$ cat src/rtl/isl_pkg.sv
// Shared types for the indexed shift list: command and status codes,
// and the per-cell control group. No dependencies.
`default_nettype none

package isl_pkg;

	typedef enum logic [2:0] {
		CMD_APPEND    = 3'd0,
		CMD_PREPEND   = 3'd1,
		CMD_INSERT    = 3'd2,
		CMD_TAKE      = 3'd3,
		CMD_GET       = 3'd4,
		CMD_SET       = 3'd5,
		CMD_POP_LAST  = 3'd6,
		CMD_POP_FIRST = 3'd7
	} cmd_t;

	typedef enum logic [1:0] {
		STATUS_OK    = 2'd0,
		STATUS_FULL  = 2'd1,
		STATUS_RANGE = 2'd2,
		STATUS_EMPTY = 2'd3
	} status_t;

	// What each cell does with its word on the execute edge
	typedef enum logic [1:0] {
		CELL_HOLD   = 2'd0,
		CELL_INSERT = 2'd1,   // cells above the gap take the lower neighbor
		CELL_REMOVE = 2'd2,   // cells at and above the gap take the upper neighbor
		CELL_WRITE  = 2'd3    // only the addressed cell loads the new word
	} cell_op_t;

	typedef struct packed {
		cell_op_t op;
		logic     rd_en;      // a word is to be read out
		logic     capture;    // leaf registers load on this edge
	} cell_ctl_t;

endpackage

`default_nettype wire

$ cat src/rtl/isl_cell.sv
// One list entry: holds a word, shifts to/from its neighbors, and offers
// its word to the read tree when addressed. Depends on isl_pkg.
`default_nettype none

module isl_cell
	import isl_pkg::*;
#(
	parameter int W     = 32,
	parameter int AW    = 6,
	parameter int INDEX = 0
) (
	input  wire            clk,
	input  cell_ctl_t      ctl,
	input  wire [AW-1:0]   at,
	input  wire [AW-1:0]   rd_idx,
	input  wire [W-1:0]    wr_word,
	input  wire [W-1:0]    left_word,
	input  wire [W-1:0]    right_word,
	output logic [W-1:0]   word,
	output logic [W-1:0]   leaf
);

	localparam logic [AW-1:0] IDX = AW'(INDEX);

	logic [W-1:0] word_q;
	logic [W-1:0] leaf_s1;

	always_ff @(posedge clk) begin
		case (ctl.op)
			CELL_INSERT: begin
				if (IDX > at) begin
					word_q <= left_word;
				end else if (IDX == at) begin
					word_q <= wr_word;
				end
			end
			CELL_REMOVE: begin
				if (IDX >= at) begin
					word_q <= right_word;
				end
			end
			CELL_WRITE: begin
				if (IDX == at) begin
					word_q <= wr_word;
				end
			end
			default: begin
			end
		endcase
		// leaf samples the pre-update word
		if (ctl.capture) begin
			leaf_s1 <= (ctl.rd_en && (rd_idx == IDX)) ? word_q : '0;
		end
	end

	assign word = word_q;
	assign leaf = leaf_s1;

endmodule

`default_nettype wire

$ cat config.mk
export PLATFORM = sky130hd
export DESIGN_NAME = isl_cell
export DESIGN_NICKNAME = d
export VERILOG_FILES = /design/src/rtl/isl_pkg.sv /design/src/rtl/isl_cell.sv
export SDC_FILE = /design/constraint.sdc
export NUM_CORES = 1
export LEC_CHECK = 0
export CAP_MARGIN = 20
export CORE_MARGIN = 3
export CORE_UTILIZATION = 56
export DETAILED_ROUTE_END_ITERATION = 10
export DONT_BUFFER_PORTS = 1
export HOLD_SLACK_MARGIN = 0.05
export PLACE_DENSITY = 0.74
export SYNTH_ARGS = -nofsm -noshare
export SYNTH_HDL_FRONTEND = slang
export SYNTH_SLANG_ARGS = --single-unit
$ cat constraint.sdc
create_clock -name clk -period 1.77 [get_ports clk]
set_clock_uncertainty 0.2 [all_clocks]
set_input_delay 0 -clock clk [delete_from_list [all_inputs] [get_ports clk]]
set_output_delay 0 -clock clk [all_outputs]
set_load 0.1 [all_outputs]
==> After elaboration in Yosys (flattened, before gate mapping) <==
Index checks and enable logic that the tools add are counted.
{ "word_totals": {"ff_bits": 64, "out_inout_bits": 64, "input_bits": 113} }
{ "classes": {"n_reduce_logical": 5, "n_eq_ne": 4, "mux": 4, "magnitude_cmp": 2} }
{ "op_table": {"columns": ["operator", "count"], "rows": [
  ["$mux 32", 3],
  ["$pmux 32 s3", 1],
  ["$logic_not 6->1", 2],
  ["$ge 1x6->1 const A", 1],
  ["$gt 1x6->1 const A", 1],
  ["$eq 2x2->1 const B", 2],
  ["$reduce_bool 3->1", 1],
  ["$eq 2x1->1 const B", 1],
  ["$ne 2x2->1 const B", 1],
  ["$reduce_and 2->1", 1],
  ["$logic_and 1x1->1", 1]
]} }

==> Longest topological paths before layout <==
{ "depth": {"word_depth": 4, "mapped_depth": 5} }

==> Worst setup path after synthesis <==
Ideal clock, no wire load.
{ "synth_timing": {"path_type": "input to register", "startpoint": "input port at[5]", "endpoint": "register word_q[0], in the netlist word[0], enable pin", "path_stages": 3, "slack_ns": -0.028, "arrival_time_ns": 1.221, "required_time_ns": 1.193, "path_cell_list": "nor4_2 > buf_2 > a31o_2"} }
{ "synth_between": {"elab_chain_len": 3} }
{ "synth_lines": {"columns": ["element", "line_no", "text"], "rows": [
  ["start, declared", "isl_cell.sv:14", "input wire [AW-1:0] at,"],
  ["$ge 1x6->1", "isl_cell.sv:38", "if (IDX >= at) begin"],
  ["$ne 2x2->1 (no line)", null, null],
  ["$reduce_and 2->1 (no line)", null, null],
  ["end signal, assigned", "isl_cell.sv:34", "word_q <= wr_word;"],
  ["end signal, assigned", "isl_cell.sv:39", "word_q <= right_word;"],
  ["end signal, assigned", "isl_cell.sv:44", "word_q <= wr_word;"],
  ["end, declared", "isl_cell.sv:25", "logic [W-1:0] word_q;"]
]} }
Every way passes these cells.
A chain may end at the register's enable or synchronous reset.

==> Final worst setup path <==
{ "layout_timing": {"startpoint": "input port at[5]", "endpoint": "register word_q[10], in the netlist word[10] (data pin)"} }
{ "layout_between": {"elab_chain_len": 4, "word_cells_on_any_way": 5, "cone_classes": "1 x order compare; 3 x mux; 1 x reduce/logical"} }
{ "layout_lines": {"columns": ["element", "line_no", "text"], "rows": [
  ["parallel branches: the longest is 3 deep, another holds $gt 1x6->1", null, null],
  ["$pmux 32 s3 (*)", "isl_cell.sv:29", "case (ctl.op)"],
  ["end signal, assigned", "isl_cell.sv:32", "word_q <= left_word;"],
  ["end signal, assigned", "isl_cell.sv:34", null],
  ["end signal, assigned", "isl_cell.sv:39", null]
]} }
Mark *: on every way between the ends.

==> reports/qor.yml <==
sta:
  tightest_slew_ps: 686
  drv_slew: 0
  setup_viol: 0
  rsz0062_at_grt: "false"
  timing.fmax_ghz: 0.573
  post-route-period-util_pct: 98.6
  slew_headroom_pct: 54.3
  hold_viol_final: 0
  setup_ws_ps: 24.3
  setup_tns_ps: 0
  period_minus_slack_ps: 1750
synth:
  synth_edf_count: 64
  postSynthCellCount: 254
  yosys.area.top_type: "edfxtp_1"
  yosysSeqAreaShare_pct: 65.0
  yosysTopAreaCellShare_pct: 65.0
  yosysWarnings: 0
  synth_ff_type: "edfxtp_1"
  ys_seq_elements: 64
  synth.cell_area_um2: 2960
  yosys.cell_count.top_type: "edfxtp_1"
  ys_types: 18
  synthArstFlopShare_pct: 0
  synthTopCellsByArea: "edfxtp_1 65%, a31oi_1 6.8%, and2_1 6.8%"
  synth_area_per_cell_um2: 11.6
  syn_nets: 367
  synth_common_cells: "64 x edfxtp_1, 33 x nor2_1, 32 x a31oi_1, 32 x and2_1, 32 x nand3_1"
floorplan:
  ios: 177
  initial_utilization_pct: 60.2
  fp.dieW_um: 78.6
  die_area_um2: 6190
  fp.dieH_um: 78.6
  rows: 25
  core_area_um2: 4910
placement:
  dp_hpwl_um: 4920
  place_congestion: 0.758
  dpl-instance-area_um2: 3530
  portBuffers: 0
  post-place-ws_ps: 123
critical_path:
  cp_max_fo: 16
  criticalPathCategory: "in2reg"
  worstPathArrival_ps: 1630
  cp.required_ps: 1660
  start_kind: "input port"
  cp-end-kind: "register"
global_routing:
  grt_pass1_wl_um: 14500
  grt_max_degree: 38
  grt_antenna_before_repair: 0
  grt_overflow: 0
  grt_pass1_vias: 2898
  grt_usage_pct: 31.3
power_and_ir_drop:
  clkPwrFrac_pct: 25.2
  pwr-share-seq_pct: 45.9
  pwr-share-comb_pct: 29.0
  internal_power_mw: 2.57
  ir_drop_uv: 659
  p_sw_mw: 1.42
  power_density_nw_per_um2: 888
  p_leak_nw: 1.68
  power.total_mw: 3.99
  switching_share_pct: 35.6
drt:
  num_vias: 2895
  drt-total-wl_um: 9910
  drc: 0
  wl_met1_um: 3160
  wl_met3_um: 1040
  first_pass_iters: 5
  routed.top_layer: "met4"
  wl_per_cell_um: 21.5
  via_per_inst: 6.27
  antenna_left: 0
  wl_met2_um: 5240
  first_iter_violations: 285
finish:
  area_growth_pct: 51.9
  final_nets: 506
  stdcell_area_um2: 4490
  fin_util_pct: 91.4
  drive_gt1_share_pct: 23.8
  antennaDiodeCount: 0
clocking:
  clkSinkCount: 64
  cts_tree: "done"
  cts_max_level: 3
  path_clk_slew_ps: 60
  clockBufferDepth: 2
  cts-root-buf: "clkbuf_8"
  clock_latency_ps: 340
  numCtsBuffers: 9
outcome:
  status: "complete, no violations"
flow_run:
  drv_cap: 0
hold_path:
  hp-class: "in2reg"
## worst paths after layout
kind         slack [ps]  cells after the start  endpoint     start
max                  20                      5  word[10]     at[5]
min reg2reg         390                      1  leaf[18]  word[18]
max reg2reg          50                      3   word[6]   word[6]
min                  20                      4  word[31]     at[1]
## flip-flops by register name, summed over array words and instances (netlist names)
signal / flops
word: 32
leaf: 32
## power groups by stage
stage | Combinational [mW] | Sequential (mW) | Clock [mW]
2_1_floorplan | 0.147 | 2.45 | 0
3_3_place_gp | 0.923 | 1.85 | 0
3_5_place_dp | 0.933 | 1.85 | 0
4_1_cts | 1.12 | 1.82 | 0.972
5_1_grt | 1.19 | 1.84 | 1.06
6_report | 1.16 | 1.83 | 1.00
## layer usage
| metal | up-vias | GRT usage, % |
|---|---|---|
| li1 | 1227 | - |
| met5 | - | 0 |
| met1 | 1383 | 33.8 |
| met3 | 45 | 8.83 |
| met4 | 0 | 17.0 |
| met2 | 240 | 54.9 |
## logic make-up after synthesis
family                 after synthesis  synth area share (%)
AO/OA/AOI/OAI                       65                  12.5
flip-flops                          64                  65.0
buffers and inverters               22                  3.81
AND/OR/NAND/NOR                    103                  18.7
## metrics by stage
step	instances	hold slack (ps)
floorplan	254	-87.5
global placement	371	-85.3
detailed placement	371	-84.9
CTS	460	74.2
global route	462	42.5
finish	462	22.7
## layout by cell type (no fill, tap or decap)
cell type,n
a31oi_1,32
clkbuf_16,1
o21ai_2,1
a31o_4,1
or4_4,1
clkinv_1,2
nor2_1,32
nor4_4,2
buf_12,5
clkbuf_1,1
or2_2,1
clkinv_2,1
o21ai_1,29
dlygate4sd3_1,75
nand2b_2,1
o21ai_0,2
nand3_1,32
and2_1,32
buf_4,69
or4b_4,1
clkbuf_8,9
edfxtp_1,64
nor2_2,1
## cell type report
type / instances / area [um2]
Fill cell: 194 / 420
Clock buffer: 10 / 128
Tap cell: 67 / 83.8
Clock inverter: 3 / 12.5
Multi-Input combinational cell: 168 / 951
Sequential cell: 64 / 1920
Timing Repair Buffer: 150 / 1390
## critical path: stages
cell and delay [ps]:
or4_4 570, buf_12 190, o21ai_1 160, a31oi_1 110, dlygate4sd3_1 600
## repair_timing
item,4_1_cts,5_1_grt
endpoints found under the hold margin,128,2
endpoints found under the setup margin,0,26
hold buffers,76,2
buffers inserted,0,1
resized for setup,0,5
No activity file was read; power rests on OpenSTA's default activity.
